### src/sv/tsm_pkg.sv
`timescale 1ns / 1ps

package tsm_pkg;

  localparam int TSM_QUEUE_DEPTH = 16;
  localparam int CMD_DEPTH = 2;
  localparam int CMD_AW = 1;

  localparam logic [1:0] ACT_PUSH_A = 2'd0;
  localparam logic [1:0] ACT_PUSH_B = 2'd1;
  localparam logic [1:0] ACT_END_A  = 2'd2;
  localparam logic [1:0] ACT_END_B  = 2'd3;

  localparam logic [1:0] ERR_NONE  = 2'd0;
  localparam logic [1:0] ERR_FULL  = 2'd1;
  localparam logic [1:0] ERR_ENDED = 2'd2;

  typedef struct packed {
    logic [1:0]         action;
    logic signed [31:0] value;
  } tsm_in_t;

  typedef struct packed {
    logic signed [31:0] value_res;
    logic               has_value;
    logic               last;
    logic [1:0]         error;
  } tsm_out_t;

  typedef struct packed {
    logic               is_push;
    logic               side;
    logic signed [31:0] value;
  } tsm_cmd_t;

  typedef enum logic [2:0] {
    ST_IDLE,
    ST_MERGE_RD,
    ST_MERGE_CMP,
    ST_DRAIN_RD,
    ST_DRAIN_EMIT
  } tsm_state_t;

  function automatic tsm_out_t mk_out(logic signed [31:0] v, logic hv, logic lst,
                                      logic [1:0] err);
    tsm_out_t o;
    o.value_res = v;
    o.has_value = hv;
    o.last      = lst;
    o.error     = err;
    return o;
  endfunction

endpackage

### src/sv/tsm_front.sv
`timescale 1ns / 1ps

module tsm_front import tsm_pkg::*; (
  input  logic     clk,
  input  logic     rst_n,
  input  logic     in_push,
  output logic     in_full,
  input  tsm_in_t  in_item,
  output tsm_cmd_t cmd_o,
  output logic     cmd_valid,
  input  logic     cmd_take
);

  tsm_cmd_t           q_r [CMD_DEPTH];
  logic [CMD_AW-1:0]  wr_ptr_r, wr_ptr_nxt;
  logic [CMD_AW-1:0]  rd_ptr_r, rd_ptr_nxt;
  logic [CMD_AW:0]    cnt_r, cnt_nxt;
  logic               accept;
  tsm_cmd_t           cls;

  always_comb begin
    cls.is_push = in_item.action inside {ACT_PUSH_A, ACT_PUSH_B};
    cls.side    = in_item.action inside {ACT_PUSH_B, ACT_END_B};
    cls.value   = in_item.value;
  end

  assign in_full   = (cnt_r == (CMD_AW+1)'(CMD_DEPTH));
  assign accept    = in_push && !in_full;
  assign cmd_valid = (cnt_r != '0);
  assign cmd_o     = q_r[rd_ptr_r];

  always_comb begin
    wr_ptr_nxt = accept ? wr_ptr_r + 1'b1 : wr_ptr_r;
    rd_ptr_nxt = cmd_take ? rd_ptr_r + 1'b1 : rd_ptr_r;
    cnt_nxt    = cnt_r;
    if (accept && !cmd_take) begin
      cnt_nxt = cnt_r + 1'b1;
    end else if (!accept && cmd_take) begin
      cnt_nxt = cnt_r - 1'b1;
    end
  end

  always_ff @(posedge clk) begin
    if (!rst_n) begin
      wr_ptr_r <= '0;
      rd_ptr_r <= '0;
      cnt_r    <= '0;
    end else begin
      wr_ptr_r <= wr_ptr_nxt;
      rd_ptr_r <= rd_ptr_nxt;
      cnt_r    <= cnt_nxt;
    end
  end

  always_ff @(posedge clk) begin
    if (accept) begin
      q_r[wr_ptr_r] <= cls;
    end
  end

endmodule

### src/sv/tsm_back.sv
`timescale 1ns / 1ps

module tsm_back import tsm_pkg::*; #(
  parameter int QUEUE_DEPTH = TSM_QUEUE_DEPTH
) (
  input  logic     clk,
  input  logic     rst_n,
  input  tsm_cmd_t cmd_i,
  input  logic     cmd_valid,
  output logic     cmd_take,
  output logic     out_empty,
  input  logic     out_pop,
  output tsm_out_t out_item
);

  localparam int AW = $clog2(QUEUE_DEPTH);
  localparam int CW = $clog2(QUEUE_DEPTH + 1);

  logic [31:0]        mem [QUEUE_DEPTH];
  logic signed [31:0] rd_data_r;

  tsm_state_t  state_r, state_nxt;
  tsm_cmd_t    cmd_r;
  logic [CW-1:0] count_r, count_nxt;
  logic [AW-1:0] head_r, head_nxt;
  logic        side_r, side_nxt;
  logic        a_done_r, a_done_nxt;
  logic        b_done_r, b_done_nxt;
  logic        drain_last_r;
  tsm_out_t    out_r;
  logic        out_valid_r;

  tsm_cmd_t    cur;
  logic        cur_done, oth_done, q_empty, q_full, slot_free, head_first, last_one;
  logic [CW:0] wsum;
  logic [AW-1:0] waddr;

  logic        d_emit, d_store, d_set, d_clear, d_last;
  tsm_out_t    d_item;
  tsm_state_t  d_next;

  logic        emit, store, pop, set_done, clear_all;
  tsm_out_t    emit_item;

  assign cur        = (state_r == ST_IDLE) ? cmd_i : cmd_r;
  assign cur_done   = cur.side ? b_done_r : a_done_r;
  assign oth_done   = cur.side ? a_done_r : b_done_r;
  assign q_empty    = (count_r == '0);
  assign q_full     = (count_r == CW'(QUEUE_DEPTH));
  assign last_one   = (count_r == CW'(1));
  assign slot_free  = !out_valid_r || out_pop;
  assign head_first = side_r ? (rd_data_r <= cur.value) : (rd_data_r < cur.value);
  assign wsum       = (CW+1)'(head_r) + (CW+1)'(count_r);
  assign waddr      = (wsum >= (CW+1)'(QUEUE_DEPTH)) ? AW'(wsum - (CW+1)'(QUEUE_DEPTH))
                                                     : AW'(wsum);

  always_comb begin
    d_emit  = 1'b0;
    d_item  = mk_out('0, 1'b0, 1'b0, ERR_NONE);
    d_store = 1'b0;
    d_set   = 1'b0;
    d_clear = 1'b0;
    d_last  = 1'b0;
    d_next  = ST_IDLE;
    if (cur.is_push) begin
      if (cur_done) begin
        d_emit = 1'b1;
        d_item = mk_out('0, 1'b0, 1'b0, ERR_ENDED);
      end else if (q_empty) begin
        if (oth_done) begin
          d_emit = 1'b1;
          d_item = mk_out(cur.value, 1'b1, 1'b0, ERR_NONE);
        end else begin
          d_store = 1'b1;
        end
      end else if (side_r == cur.side) begin
        if (q_full) begin
          d_emit = 1'b1;
          d_item = mk_out('0, 1'b0, 1'b0, ERR_FULL);
        end else begin
          d_store = 1'b1;
        end
      end else begin
        d_next = ST_MERGE_RD;
      end
    end else if (!cur_done) begin
      d_set = 1'b1;
      if (oth_done) begin
        if (q_empty) begin
          d_emit  = 1'b1;
          d_item  = mk_out('0, 1'b0, 1'b1, ERR_NONE);
          d_clear = 1'b1;
        end else begin
          d_next = ST_DRAIN_RD;
          d_last = 1'b1;
        end
      end else if (!q_empty && side_r != cur.side) begin
        d_next = ST_DRAIN_RD;
      end
    end
  end

  always_comb begin
    state_nxt = state_r;
    case (state_r)
      ST_IDLE: begin
        if (cmd_valid && (!d_emit || slot_free)) state_nxt = d_next;
      end
      ST_MERGE_RD: begin
        if (!q_empty) begin
          state_nxt = ST_MERGE_CMP;
        end else if (!oth_done || slot_free) begin
          state_nxt = ST_IDLE;
        end
      end
      ST_MERGE_CMP: begin
        if (slot_free) state_nxt = head_first ? ST_MERGE_RD : ST_IDLE;
      end
      ST_DRAIN_RD: state_nxt = ST_DRAIN_EMIT;
      ST_DRAIN_EMIT: begin
        if (slot_free) state_nxt = last_one ? ST_IDLE : ST_DRAIN_RD;
      end
      default: state_nxt = ST_IDLE;
    endcase
  end

  always_comb begin
    cmd_take  = 1'b0;
    emit      = 1'b0;
    emit_item = mk_out('0, 1'b0, 1'b0, ERR_NONE);
    store     = 1'b0;
    pop       = 1'b0;
    set_done  = 1'b0;
    clear_all = 1'b0;
    case (state_r)
      ST_IDLE: begin
        cmd_take  = cmd_valid && (!d_emit || slot_free);
        emit      = cmd_take && d_emit;
        emit_item = d_item;
        store     = cmd_take && d_store;
        set_done  = cmd_take && d_set;
        clear_all = cmd_take && d_clear;
      end
      ST_MERGE_RD: begin
        if (q_empty) begin
          if (oth_done) begin
            emit      = slot_free;
            emit_item = mk_out(cur.value, 1'b1, 1'b0, ERR_NONE);
          end else begin
            store = 1'b1;
          end
        end
      end
      ST_MERGE_CMP: begin
        if (slot_free) begin
          emit = 1'b1;
          if (head_first) begin
            emit_item = mk_out(rd_data_r, 1'b1, 1'b0, ERR_NONE);
            pop       = 1'b1;
          end else begin
            emit_item = mk_out(cur.value, 1'b1, 1'b0, ERR_NONE);
          end
        end
      end
      ST_DRAIN_EMIT: begin
        if (slot_free) begin
          emit      = 1'b1;
          emit_item = mk_out(rd_data_r, 1'b1, drain_last_r && last_one, ERR_NONE);
          pop       = 1'b1;
          clear_all = drain_last_r && last_one;
        end
      end
      default: begin
      end
    endcase
  end

  always_comb begin
    count_nxt  = count_r;
    head_nxt   = head_r;
    side_nxt   = side_r;
    a_done_nxt = a_done_r;
    b_done_nxt = b_done_r;
    if (store) begin
      count_nxt = count_r + 1'b1;
      side_nxt  = cur.side;
    end
    if (pop) begin
      count_nxt = count_r - 1'b1;
      head_nxt  = (head_r == AW'(QUEUE_DEPTH - 1)) ? '0 : head_r + 1'b1;
    end
    if (set_done) begin
      if (cur.side) b_done_nxt = 1'b1;
      else a_done_nxt = 1'b1;
    end
    if (clear_all) begin
      count_nxt  = '0;
      head_nxt   = '0;
      side_nxt   = 1'b0;
      a_done_nxt = 1'b0;
      b_done_nxt = 1'b0;
    end
  end

  always_ff @(posedge clk) begin
    if (!rst_n) begin
      state_r     <= ST_IDLE;
      count_r     <= '0;
      head_r      <= '0;
      side_r      <= 1'b0;
      a_done_r    <= 1'b0;
      b_done_r    <= 1'b0;
      out_valid_r <= 1'b0;
    end else begin
      state_r  <= state_nxt;
      count_r  <= count_nxt;
      head_r   <= head_nxt;
      side_r   <= side_nxt;
      a_done_r <= a_done_nxt;
      b_done_r <= b_done_nxt;
      if (emit) begin
        out_valid_r <= 1'b1;
      end else if (out_pop) begin
        out_valid_r <= 1'b0;
      end
    end
  end

  always_ff @(posedge clk) begin
    if (cmd_take) begin
      cmd_r        <= cmd_i;
      drain_last_r <= d_last;
    end
    if (emit) begin
      out_r <= emit_item;
    end
  end

  always_ff @(posedge clk) begin
    if (store) begin
      mem[waddr] <= cur.value;
    end
    rd_data_r <= mem[head_r];
  end

  assign out_empty = !out_valid_r;
  assign out_item  = out_r;

`ifndef SYNTHESIS
  a_count_range: assert property (@(posedge clk) disable iff (!rst_n)
    count_r <= CW'(QUEUE_DEPTH))
    else $error("pending count above depth");

  a_cmp_opposite: assert property (@(posedge clk) disable iff (!rst_n)
    state_r == ST_MERGE_CMP |-> !q_empty && side_r != cmd_r.side)
    else $error("merge compare without opposite held values");

  a_last_resets: assert property (@(posedge clk) disable iff (!rst_n)
    emit && emit_item.last |=> !a_done_r && !b_done_r && count_r == '0)
    else $error("merge state not cleared after last item");

  a_no_value_zero: assert property (@(posedge clk) disable iff (!rst_n)
    emit && !emit_item.has_value |-> emit_item.value_res == '0)
    else $error("item without value carries nonzero data");

  a_emit_slot: assert property (@(posedge clk) disable iff (!rst_n)
    emit |-> slot_free)
    else $error("item written over a waiting result");
`endif

endmodule

### src/sv/two_way_sorted_merge_unit.sv
`timescale 1ns / 1ps

// Merges two ascending signed 32-bit streams A and B into one ascending stream; on
// equal values B goes first. The input side is a two-entry command queue that takes
// one item per cycle while it has room. The back end handles one item at a time. A push
// that is held, rejected or passed through, or an end that needs no drain, is done in
// the cycle in which the back end takes it. A push that meets held values of the other
// side then goes through a registered read of the store, then the compare, for each held
// value it releases. It finishes when the store runs empty, or when a compare sends the
// new value out ahead of the rest. An end that drains the store gives each held value a
// registered read of the store, then an emit, until the store is empty.
// Results leave through a one-entry output register, and the back end waits while that
// register is full and not being popped.
module two_way_sorted_merge_unit import tsm_pkg::*; #(
  parameter int QUEUE_DEPTH = TSM_QUEUE_DEPTH
) (
  input  logic     clk,
  input  logic     rst_n,
  input  logic     in_push,
  output logic     in_full,
  input  tsm_in_t  in_item,
  output logic     out_empty,
  input  logic     out_pop,
  output tsm_out_t out_item
);

  tsm_cmd_t cmd;
  logic     cmd_valid;
  logic     cmd_take;

  tsm_front u_front (
    .clk       (clk),
    .rst_n     (rst_n),
    .in_push   (in_push),
    .in_full   (in_full),
    .in_item   (in_item),
    .cmd_o     (cmd),
    .cmd_valid (cmd_valid),
    .cmd_take  (cmd_take)
  );

  tsm_back #(
    .QUEUE_DEPTH (QUEUE_DEPTH)
  ) u_back (
    .clk       (clk),
    .rst_n     (rst_n),
    .cmd_i     (cmd),
    .cmd_valid (cmd_valid),
    .cmd_take  (cmd_take),
    .out_empty (out_empty),
    .out_pop   (out_pop),
    .out_item  (out_item)
  );

endmodule
### config.mk
export PLATFORM = sky130hd
export DESIGN_NAME = two_way_sorted_merge_unit
export DESIGN_NICKNAME = d
export VERILOG_FILES = /design/src/sv/tsm_pkg.sv /design/src/sv/tsm_front.sv /design/src/sv/tsm_back.sv /design/src/sv/two_way_sorted_merge_unit.sv
export SDC_FILE = /design/constraint.sdc
export NUM_CORES = 1
export LEC_CHECK = 0
export BUFFER_PORTS_ARGS = -buffer_cell sky130_fd_sc_hd__buf_4
export CORE_MARGIN = 2
export CORE_UTILIZATION = 45
export CTS_CLUSTER_SIZE = 30
export DETAILED_ROUTE_END_ITERATION = 16
export SLEW_MARGIN = 10
export SYNTH_ARGS = -nofsm -noshare
export SYNTH_HDL_FRONTEND = slang
export SYNTH_SLANG_ARGS = --single-unit
export TNS_END_PERCENT = 1
### constraint.sdc
create_clock -name clk -period 6.36 [get_ports clk]
set_input_delay 1.59 -clock clk [delete_from_list [all_inputs] [get_ports clk]]
set_output_delay 1.59 -clock clk [all_outputs]
set_load 0.02 [all_outputs]
# [After elaboration in Yosys (flattened, before gate mapping)]
# Memories as Yosys holds them, arrays and structs flattened. A register that Yosys moved wholly into a read port is not among the register bits.
# Cells that the tools add are included.
# W data, S select, Z words.
[totals] out_inout_bits=38 memories=2 mem_bits_rw=580 reg_bits=91
[memory_table] memory="u_back.mem" words=16 word_bits=32 read_ports=1 rd_ports_with_merged_regs=1 write_ports=1 line="tsm_back.sv:19" source="logic [31:0] mem [QUEUE_DEPTH];"
[memory_table] memory="u_front.q_r" words=2 word_bits=34 read_ports=1 rd_ports_with_merged_regs=1 write_ports=1 line="tsm_front.sv:14" source="tsm_cmd_t q_r [CMD_DEPTH];"
[op_classes] order_cmp=3 reduce_logical=35 bitwise_logic=3 eq_ne=16 addsub=9 muxes=80
[ops] op="$mux W36" n=11
[ops] op="$pmux W36 S4" n=1
[ops] op="$mux W1" n=42
[ops] op="$mux W34" n=1
[ops] op="$mux W3" n=11
[ops] op="$le A32 B32 Y1" n=1
[ops] op="$lt A32 B32 Y1" n=1
[ops] op="$pmux W3 S5" n=1
[ops] op="$reduce_bool A2 Y1" n=6
[ops] op="$logic_and A1 B1 Y1" n=10
[ops] op="$mux W2" n=5
[ops] op="$mux W5" n=2
[ops] op="$mux W4" n=2
[ops] op="$logic_not A1 Y1" n=7
[ops] op="$add A4 B5 Y6" n=1
[ops] op="$eq A3 B2 Y1 const B" n=2
[ops] op="$ge A6 B5 Y1 const B" n=1
[ops] op="$pmux W1 S2" n=3
[ops] op="$add A5 B1 Y5 const B" n=1
[ops] op="$eq A5 B1 Y1 const B" n=1
[ops] op="$eq A5 B5 Y1 const B" n=1
[ops] op="$logic_not A5 Y1" n=1
[ops] op="$sub A5 B1 Y5 const B" n=1
[ops] op="$add A4 B1 Y4 const B" n=1
[ops] op="23 further kinds" n=32

# [Logic depth before layout (Yosys ltp)]
# Gate-level depths: netlist of the first run.
[logic_depth] ltp_word=14 depth_mapped=18 ltp_nobuf=13

# [Hierarchy]
# A second synthesis of the first run with hierarchy kept.
[unflattened] cells_unflattened=1385 hier_area_um2=27845.5
[modules_own_cells] mod="tsm_back" area_each_um2=25136.6 instances=1 seq_area_each_um2=18467.7 cells_per_inst=1252
[modules_own_cells] mod="tsm_front" area_each_um2=2708.8 instances=1 seq_area_each_um2=2142.1 cells_per_inst=133

# [Least setup slack after synthesis of the first run]
# No wires, ideal clock.
[synth_path] path_type="register to register" startpoint="reg u_back.state_r[2]" endpoint="reg u_back.out_r (netlist bit u_back.out_item[35]) (data pin)" path_stages_with_launch=17 slack_ns=1.558 setup_ns=0.258 t_arrival_ns=4.545 cell_sequence="dfxtp_1 > or3_1 > buf_2 > clkbuf_1 > clkbuf_1 > o21ai_0 > inv_1 > ha_1 > a21o_1 > a2111o_1 > o22a_1 > nor3_1 > a2111oi_4 > or2_4 > buf_12 > buf_6 > a22o_1"
[synth_rtl] element="start, declared" line="tsm_back.sv:22" source="tsm_state_t state_r, state_nxt;"
[synth_rtl] element="start signal, assigned" line="tsm_back.sv:215" source="state_r <= state_nxt;"
[synth_rtl] element="end signal, assigned" line="tsm_back.sv:235" source="out_r <= emit_item;"
[synth_rtl] element="end, declared" line="tsm_back.sv:30" source="tsm_out_t out_r;"

==> impl_metrics.ini, run 1 <==
[critical_path]
cp_slowest_cell = or3_2
r2r-start = u_back.state_r[2]
path_cells = or3_2 -> o21ai_0 -> buf_4 -> inv_1 -> ha_1 -> nand4_1 -> nor4_1 -> and2b_2 -> nor3_1 -> a21oi_1 -> o21ai_4 -> buf_4 -> a31oi_1 -> o21ai_1
crit_path_end_kind = flip-flop
worstSetupStartpointType = flip-flop
r2r_slack_ps = 980
r2r-end = u_back.out_item[15]
cp_max_fo = 39
cp.required_ps = 6770
cp.depth = 14
crit_top_cell = buf_4
startpoint = u_back.state_r[2]
cp-endpoint = u_back.out_item[15]
crit_path_max_incr_delay_ps = 870
crit_type = reg2reg
arrival_ps = 5790
r2r_cells = 14
path_buf_inv = 3
path_delay_family = simple AND/OR/NAND/NOR gates

[cells_and_area]
drive_above_1_share_pct = 27.41
num-fill-cells = 4862
final_core_util_pct = 52.53
fin_area_um2 = 32350
diodes = 0
final_nets = 1677
areaGrowthSynthToFinish_pct = 15.65

[clock_network]
cts_buffers = 73
clockRootBuffer = clkbuf_16
cts_tree = built
clk_latency_ps = 620
postCtsHoldBufs = 0
cts.sinks = 704
ctsLongestPathBuffers = 3
cts_setup_buffers = 0
h-tree-depth = 3
clk_pin_slew_ps = 60
cts-resized-gates = 0

[timing]
finalHoldViolCount = 0
slew_viol_final = 0
hold_ws_ps = 546.4
setup_viol = 0
rsz0062_at_grt = false
post-route-period-util_pct = 84.60
worst_slew_pin_slew_ps = 1190
slew-limit-headroom_pct = 20.68
tns_ps = 0
fmaxAchievable_mhz = 185.8
timing.final.crit_period_ps = 5381
clock_skew_ps = 24.36

[synthesis]
syn_avg_cell_area_um2 = 19.18
synth.cell_area_um2 = 27980
netlist_top_cells_count = edfxtp_1 (651), mux4_2 (160), inv_1 (76), nor2_1 (65), nand2_1 (63)
netlist_instances = 1459
yosysTopAreaCell = edfxtp_1
yosysWarnings = 0
yosysMostFrequentCell = edfxtp_1
synth_nets = 1537
yosysTopAreaCellShare_pct = 69.87
ys_seq_area_share_pct = 73.67
ys_types = 77
yosys_most_used_dff = edfxtp_1
synth_area_leaders = edfxtp_1 (70%), mux4_2 (13%), dfxtp_1 (3.8%), ha_1 (1.7%), mux2i_1 (1.3%)
async_reset_ff_share_pct = 0
ys_ff_latch = 704
synth-edff-count = 651

[place]
hpwl_um = 36360
io_buffers = 75
dpl_cell_area_um2 = 29910
place_congestion = 0.8384

[min_path]
hold_path.class = reg2reg
worstHoldStart = u_front.cnt_r[1]

[power]
swShare_pct = 27.92
total_power_w = 0.01334
clkPwrFrac_pct = 32.5
power.internal_w = 0.009616
seq_power_share_pct = 47.9
pwr-share-comb_pct = 19.7
power_density_nw_per_um2 = 412.3
p_leak_nw = 10.62
p_sw_w = 0.003725
max-vdd-ir-drop_uv = 171.3

[global_routing]
gr-usage-met2_pct = 33.42
antenna_found_initial = 0
grt_pass1_vias = 14580
track_usage_pct = 21.02
grt_first_pass_wirelength_um = 96100
grt_util_met1_pct = 29.87
grt_overflow_total = 0
met3_usage_pct = 3.289
grt_max_degree = 72
busiest_layer = met2

[status]
status = finished, final reports clean

[floorplan]
die_area_um2 = 64180
die_w_um = 253.3
rows = 91
io_pins = 76
core_area_um2 = 61600
start_util_pct = 45.42
die_h_um = 253.3

[routing]
wl_per_cell_um = 26.40
ant_nets = 0
viasPerCell = 5.719
drt-initial-drc-count = 1590
firstDrtPassIters = 7
num_vias = 14280
drt_wl_total_um = 65930
drcViolationCount = 0

[run]
maxCapViolations = 0
## state kept, by name (all words and copies together) (netlist names), 2 cells and up, named ones only
register	count
u_front.cnt_r	2
u_back.rd_data_r	32
u_back.count_r	5
u_back.out_item	36
u_back.state_r	3
u_back.mem	512
u_back.head_r	4
u_back.cmd_r	34
u_front.q_r	68
## power by group through the flow
stage / Clock [W] / Sequential (W) / Combinational, W
2_1_floorplan: 0 / 0.00643 / 0.00160
5_1_grt: 0.00459 / 0.00643 / 0.00288
3_5_place_dp: 0 / 0.00648 / 0.00263
3_3_place_gp: 0 / 0.00647 / 0.00258
4_1_cts: 0.00442 / 0.00639 / 0.00264
6_report: 0.00433 / 0.00639 / 0.00262
## stage by stage
| stage | setup slack (ps) | std cells |
|---|---|---|
| floorplan | 1558 | 1459 |
| global placement | 1160 | 2361 |
| detailed placement | 1021 | 2361 |
| CTS | 987.7 | 2497 |
| global route | 756.7 | 2497 |
| finish | 979.1 | 2497 |
## layer usage
layer	wire length [µm]	vias up	part of all wire, %
li1	-	6170	-
met4	1542	0	2.3
met1	28990	7507	44
met3	4012	96	6.1
met2	31380	507	48
met5	0	-	0
## cell families (layout without fill, tap and decap cells)
kind of cell	count (synthesis)	after routing	share of synthesized area, %
DFF	704	704	73.67
and+or+nand+nor	205	205	3.520
muxes	200	200	14.37
AOI/OAI and AO/OA	154	154	4.065
buffers and inverters	146	347	2.250
adders and majority gates	40	40	1.816
xor gates and xnor gates	10	10	0.3130
## worst register-to-register path, delay by kind of cell (launching register included)
| family | cells | cell delay [ps] |
|---|---|---|
| buffers and inverters | 3 | 780 |
| AND/OR/NAND/NOR | 5 | 2320 |
| adder cells (fa/ha/maj) | 1 | 450 |
| AO/OA/AOI/OAI | 5 | 1180 |
| flip-flops | 1 | 460 |
## layout make-up
class	count	area, µm²	share of cell area, %
inverters	77	289.0	0.8933
well taps	837	1047	3.237
flip-flops and latches	704	20620	63.73
clock inverters	36	424.2	1.311
clock buffers	100	2019	6.242
repair buffers	134	1081	3.341
multi-input cells	609	6873	21.24
## layout by cell type, fill, tap and decap left out, types with 26 or more instances in the layout
cell type	n
nor2_1	51
mux4_2	160
mux2i_1	35
a221o_1	26
dfxtp_1	48
buf_4	128
o21ai_0	40
edfxtp_1	651
inv_1	75
ha_1	39
clkbuf_16	74
nand2_1	63
a21oi_1	26
## worst min-delay path by stage
| stage | end | cells past startpoint |
|---|---|---|
| 3_3_place_gp | u_front.cnt_r[1] | 2 |
| 2_1_floorplan | u_front.cnt_r[1] | 2 |
| 5_1_grt | u_back.cmd_r[22] | 2 |
| 4_1_cts | u_front.cnt_r[1] | 2 |
| 6_report | u_front.cnt_r[1] | 2 |
| 3_5_place_dp | u_front.cnt_r[1] | 2 |
Power figures use the tool's default switching activity.
==> inputs of run 2 (changes only) <==
Clock period 6.36 ns to 4.8 ns, I/O delays scaled along.
==> run 2 against run 1 <==
Effect of this change: clock power up 28%; critical path depth down 2; cell area rose by 0.43%; first-iteration DRC count down 22%; routed wire length decreased by 0.13%; worst hold slack worse by 4.0 ps; core utilization up 0.23 points; via count down 0.18%; clock skew fell by 5.6 ps; register-to-register slack got worse by 590 ps; setup slack worse by 590 ps; critical path type unchanged.
==> impl_metrics.ini, run 2 (synthesized netlist as in run 1, its figures left out) <==
[status]
status = finished, final reports clean

[timing]
setup_viol = 0
clock_skew_ps = 18.75
tns_ps = 0
timing.final.crit_period_ps = 4406
slew_viol_final = 0
worst_slew_pin_slew_ps = 1095
rsz0062_at_grt = false
fmaxAchievable_mhz = 227.0
slew-limit-headroom_pct = 26.98
post-route-period-util_pct = 91.79
finalHoldViolCount = 0

[clock_network]
cts.sinks = 704
clk_latency_ps = 600
postCtsHoldBufs = 0
cts_tree = built
cts_setup_buffers = 0
h-tree-depth = 3
ctsLongestPathBuffers = 3
clk_pin_slew_ps = 70
cts_buffers = 72
clockRootBuffer = clkbuf_16

[routing]
drt-initial-drc-count = 1242
num_vias = 14260
ant_nets = 0
wl_per_cell_um = 26.24
viasPerCell = 5.682
drcViolationCount = 0
drt_wl_total_um = 65840
firstDrtPassIters = 5

[global_routing]
grt_first_pass_wirelength_um = 96440
grt_pass1_vias = 14390
grt_max_degree = 57
antenna_found_initial = 0
grt_overflow_total = 0
track_usage_pct = 20.94

[critical_path]
cp_slowest_cell = or2_2
worstSetupStartpointType = flip-flop
r2r_cells = 12
crit_path_max_incr_delay_ps = 590
r2r-end = u_back.out_item[7]
r2r-start = u_back.state_r[2]
r2r_slack_ps = 390
cp_max_fo = 41
crit_path_end_kind = flip-flop
path_cells = or3_2 -> buf_4 -> o21ai_1 -> inv_1 -> ha_1 -> a21o_1 -> a2111o_1 -> o22a_1 -> nor3_1 -> a2111oi_4 -> or2_2 -> a221o_1
crit_type = reg2reg
arrival_ps = 4750
cp.required_ps = 5140

[floorplan]
die_h_um = 253.3
core_area_um2 = 61600
rows = 91
start_util_pct = 45.42
io_pins = 76
die_area_um2 = 64180
die_w_um = 253.3

[cells_and_area]
areaGrowthSynthToFinish_pct = 16.15
layout_commonest_cell = edfxtp_1
multi_input_area_um2 = 6885
largest_reg_flops = 512
ff_latch_area_um2 = 20620
largest-register = u_back.mem
final_nets = 1692
diodes = 0
num-fill-cells = 4839
drive_above_1_share_pct = 27.57
final_cell_mix = edfxtp_1 (651), mux4_2 (160), buf_4 (134), clkbuf_16 (76), inv_1 (75)

[place]
io_buffers = 75
hpwl_um = 38060
place_congestion = 0.8465

[min_path]
worstHoldStart = u_front.cnt_r[1]
hold_end = u_front.cnt_r[1]
min_path_cells = 2
hold_path.class = reg2reg

[run]
maxCapViolations = 0

[power]
max-vdd-ir-drop_uv = 251.7
p_leak_nw = 10.67
power_density_nw_per_um2 = 539.7
total_power_w = 0.01754
run 2: changes by cell type in the layout (fill, tap and decap cells not counted), moves of 2 or more:
| cell | change |
|---|---|
| clkinv_1 | +2 |
| clkinv_4 | -3 |
| clkinv_2 | -4 |
| clkbuf_16 | +2 |
| buf_12 | +9 |
| clkbuf_1 | +5 |
| buf_4 | +6 |
| bufinv_16 | -3 |
| inv_6 | -3 |
run 2: repair_timing:
action                                  in CTS  in global routing
gates resized for setup                      0                  1
endpoints found under the hold margin        0                  0
endpoints found under the setup margin       0                  2
run 2: cell type report:
cell class                 instances  share of cell area (%)
clock inverter                    25                  0.7894
sequential                       704                   63.46
clock buffer                     107                   6.427
tap                              837                   3.223
inverter                          77                  0.8895
multi-input combinational        610                   21.19
timing repair buffer             149                   4.020
run 2: how the worst max path moves through the flow:
stage | startpoint | end | slack, ps | cells after the start
floorplan | u_back.state_r[2] | u_back.out_item[35] | 200 | 16
global placement | flip-flop | u_back.count_r[3] | 370 | 13
detailed placement | u_back.state_r[2] | u_back.count_r[3] | 360 | 13
CTS | u_back.state_r[2] | u_back.count_r[3] | 290 | 13
global route | u_back.state_r[2] | u_back.out_item[8] | 120 | 12
finish | u_back.state_r[2] | u_back.out_item[7] | 390 | 12
run 2: where the power goes:
part	internal [W]	leakage, nW	switching [W]
clock	0.00328	1.14	0.00226
sequential	0.00811	6.36	0.000334
combinational	0.00125	3.17	0.00230
run 2: routing by layer:
metal  share of wire (%)  vias up  track usage, %
li1                    -     6191               -
met1                  45     7530           29.83
met2                  48      450           33.53
met3                 5.4       84           3.505
met4                 2.0        0           5.934
met5                   0        -               0
run 2: through the flow:
stage	instances	cell area [µm²]	util [%]	hold slack [ps]	worst slack (ps)
2_1_floorplan	1459	27980	-	486.1	199.4
4_1_cts	2508	32480	52.73	547.2	285.5
3_3_place_gp	2376	30140	48.92	504.7	368.2
5_1_grt	2509	32490	52.75	569.9	120.4
3_5_place_dp	2376	30140	48.92	538.4	359.5
6_report	2509	32490	52.75	542.3	393.9
run 2: worst max-delay path, delay by kind of cell, from the launching register on:
| kind | cells | cell delay (ps) |
|---|---|---|
| AO/OA/AOI/OAI | 6 | 1670 |
| AND/OR/NAND/NOR | 3 | 1460 |
| buffers and inverters | 2 | 320 |
| flip-flops | 1 | 300 |
| adder cells (fa/ha/maj) | 1 | 380 |
==> inputs of run 3 (changes only) <==
Settings changed: SYNTH_HIERARCHICAL from default to 1.
==> run 3 against run 2 <==
Effect of this change: synthesized cell count is 5.1% lower; clock power decreased by 3%; cell area down 1.2%; critical path type unchanged; critical endpoint is now u_back/count_r[2]; highest routed layer unchanged.
==> impl_metrics.ini, run 3 <==
[synthesis]
synth-compound-area-share_pct = 3.357
synth_adder_area_share_pct = 1.815
synth-xor-area-share_pct = 0.2831
synth_nets = 1462
yosysWarnings = 6
yosysTopAreaCellShare_pct = 70.20
yosysTopAreaCell = edfxtp_1
netlist_instances = 1385
synth.mux.area_fraction_pct = 15.81
ys_types = 71
netlist_top_cells_count = edfxtp_1 (651), mux4_2 (160), dfxtp_1 (53), nor2_1 (44), inv_1 (42)
ys_seq_area_share_pct = 74.01
synth.cell_area_um2 = 27850
async_reset_ff_share_pct = 0
ys_ff_latch = 704
synth_top_family_by_area = multiplexers
yosys.area_share.simple_pct = 3.082
yosys_most_used_dff = edfxtp_1
synth-edff-count = 651
syn_avg_cell_area_um2 = 20.11
yosysMostFrequentCell = edfxtp_1
synth_area_leaders = edfxtp_1 (70%), mux4_2 (13%), dfxtp_1 (3.8%), ha_1 (1.7%), mux2i_1 (1.3%)

[critical_path]
r2r-end = u_back/count_r[2]
cp_slowest_cell = o21ai_4
crit_path_max_incr_delay_ps = 750
arrival_ps = 4820
cp_max_fo = 33
crit_type = reg2reg
r2r-start = u_back/state_r[2]
worstSetupStartpointType = flip-flop
r2r_slack_ps = 460
cp.required_ps = 5280
crit_path_end_kind = flip-flop
path_cells = nor3_4 -> buf_12 -> mux2i_1 -> ha_1 -> a2111oi_0 -> o21ai_1 -> o22a_1 -> nor3_1 -> a31oi_4 -> o21ai_4 -> a22oi_1 -> mux2_1
r2r_cells = 12

[cells_and_area]
drive_above_1_share_pct = 28.83
areaGrowthSynthToFinish_pct = 15.34
multi_input_area_um2 = 6934
diodes = 0
ff_latch_area_um2 = 20620
num-fill-cells = 4801
layout_commonest_cell = edfxtp_1
largest_reg_flops = 512
final_nets = 1595
largest-register = u_back/mem
final_cell_mix = edfxtp_1 (651), mux4_2 (160), buf_4 (105), clkbuf_16 (74), dfxtp_1 (49)

[power]
clkPwrFrac_pct = 32.3
p_sw_w = 0.004568
power_density_nw_per_um2 = 519.9
pwr-share-comb_pct = 17.9
swShare_pct = 27.36
max-vdd-ir-drop_uv = 254.5
p_leak_nw = 10.58
power.internal_w = 0.01213
seq_power_share_pct = 49.9

[clock_network]
cts.sinks = 704
h-tree-depth = 3
clk_latency_ps = 610
cts-resized-gates = 0
cts_setup_buffers = 0
clk_pin_slew_ps = 60
postCtsHoldBufs = 0
cts_buffers = 71
ctsLongestPathBuffers = 3
clockRootBuffer = clkbuf_16
cts_tree = built

[floorplan]
die_area_um2 = 63890
die_h_um = 252.8
rows = 91
die_w_um = 252.8
core_area_um2 = 61480
start_util_pct = 45.29
io_pins = 76

[place]
place_congestion = 0.8222
hpwl_um = 35510
io_buffers = 75

[routing]
drcViolationCount = 0
num_vias = 13780
drt_wl_total_um = 61850
drt-initial-drc-count = 1149
wl_per_cell_um = 26.15
ant_nets = 0
firstDrtPassIters = 5
viasPerCell = 5.826

[global_routing]
grt_max_degree = 133
track_usage_pct = 19.74
grt_pass1_vias = 14110
grt_overflow_total = 0
grt_first_pass_wirelength_um = 91450
antenna_found_initial = 0

[timing]
timing.final.crit_period_ps = 4340
setup_viol = 0
slew_viol_final = 0
clock_skew_ps = 24.03
tns_ps = 0
worst_slew_pin_slew_ps = 1071
post-route-period-util_pct = 90.41
rsz0062_at_grt = false
finalHoldViolCount = 0
fmaxAchievable_mhz = 230.4
slew-limit-headroom_pct = 28.60
hold_ws_ps = 512.3

[min_path]
hold_path.class = reg2reg
min_path_cells = 2
hold_end = u_front/cnt_r[1]
worstHoldStart = u_front/cnt_r[1]

[run]
maxCapViolations = 0

[status]
status = finished, final reports clean
[run 3: cell families (layout without fill, tap and decap cells)]
family / after synthesis / in the layout
flip-flops: 704 / 704
multiplexers: 234 / 234
AND/OR/NAND/NOR: 166 / 166
AO/OA/AOI/OAI: 126 / 126
buffers and inverters: 106 / 296
adder cells (fa/ha/maj): 40 / 40
XOR/XNOR: 9 / 9
[run 3: layout make-up]
type / count / area share (%)
clock buffer: 89 / 5.972
clock inverter: 41 / 1.079
inverter: 43 / 0.5026
multi-input combinational: 575 / 21.59
tap: 790 / 3.078
timing repair buffer: 123 / 3.576
sequential: 704 / 64.20
[run 3: worst max-delay path by stage]
stage	start	endpoint	depth (start not counted)
after floorplan	out_pop	u_front/cnt_r[1]	10
after global placement	u_back/state_r[2]	u_back/count_r[2]	12
after detailed placement	u_back/state_r[2]	u_back/count_r[2]	12
after CTS	u_back/state_r[2]	u_back/count_r[2]	12
after global routing	u_back/state_r[2]	u_back/count_r[2]	12
final	u_back/state_r[2]	u_back/count_r[2]	12
[run 3: power groups by stage]
stage	clock network (W)	logic (W)	registers [W]
after CTS	0.00550	0.00301	0.00832
after global routing	0.00572	0.00327	0.00838
after detailed placement	0	0.00301	0.00844
after global placement	0	0.00292	0.00843
after floorplan	0	0.00184	0.00832
final	0.00539	0.00298	0.00833
[run 3: critical path, delay by kind of cell (launching register included)]
family | cells | cell delay, ps
muxes | 2 | 650
DFF | 1 | 410
buffers and inverters | 1 | 250
AOI/OAI and AO/OA | 6 | 1960
adders and majority gates | 1 | 300
and+or+nand+nor | 2 | 600
[run 3: metal layers]
metal | GRT usage [%] | routed length, µm
met1 | 27.84 | 26890
met4 | 5.951 | 1294
met5 | 0 | 0
met3 | 3.038 | 3543
met2 | 31.96 | 30130
[run 3: per-stage QoR]
step	util [%]	instances	power [W]	setup WS, ps	area [µm²]
after global routing	52.24	2365	0.01738	216.4	32120
after detailed placement	48.55	2235	0.01145	491.4	29850
final	52.24	2365	0.01670	460.4	32120
after floorplan	-	1385	0.01015	224.6	27850
after CTS	52.24	2365	0.01684	468.7	32120
after global placement	48.55	2235	0.01135	617.8	29850
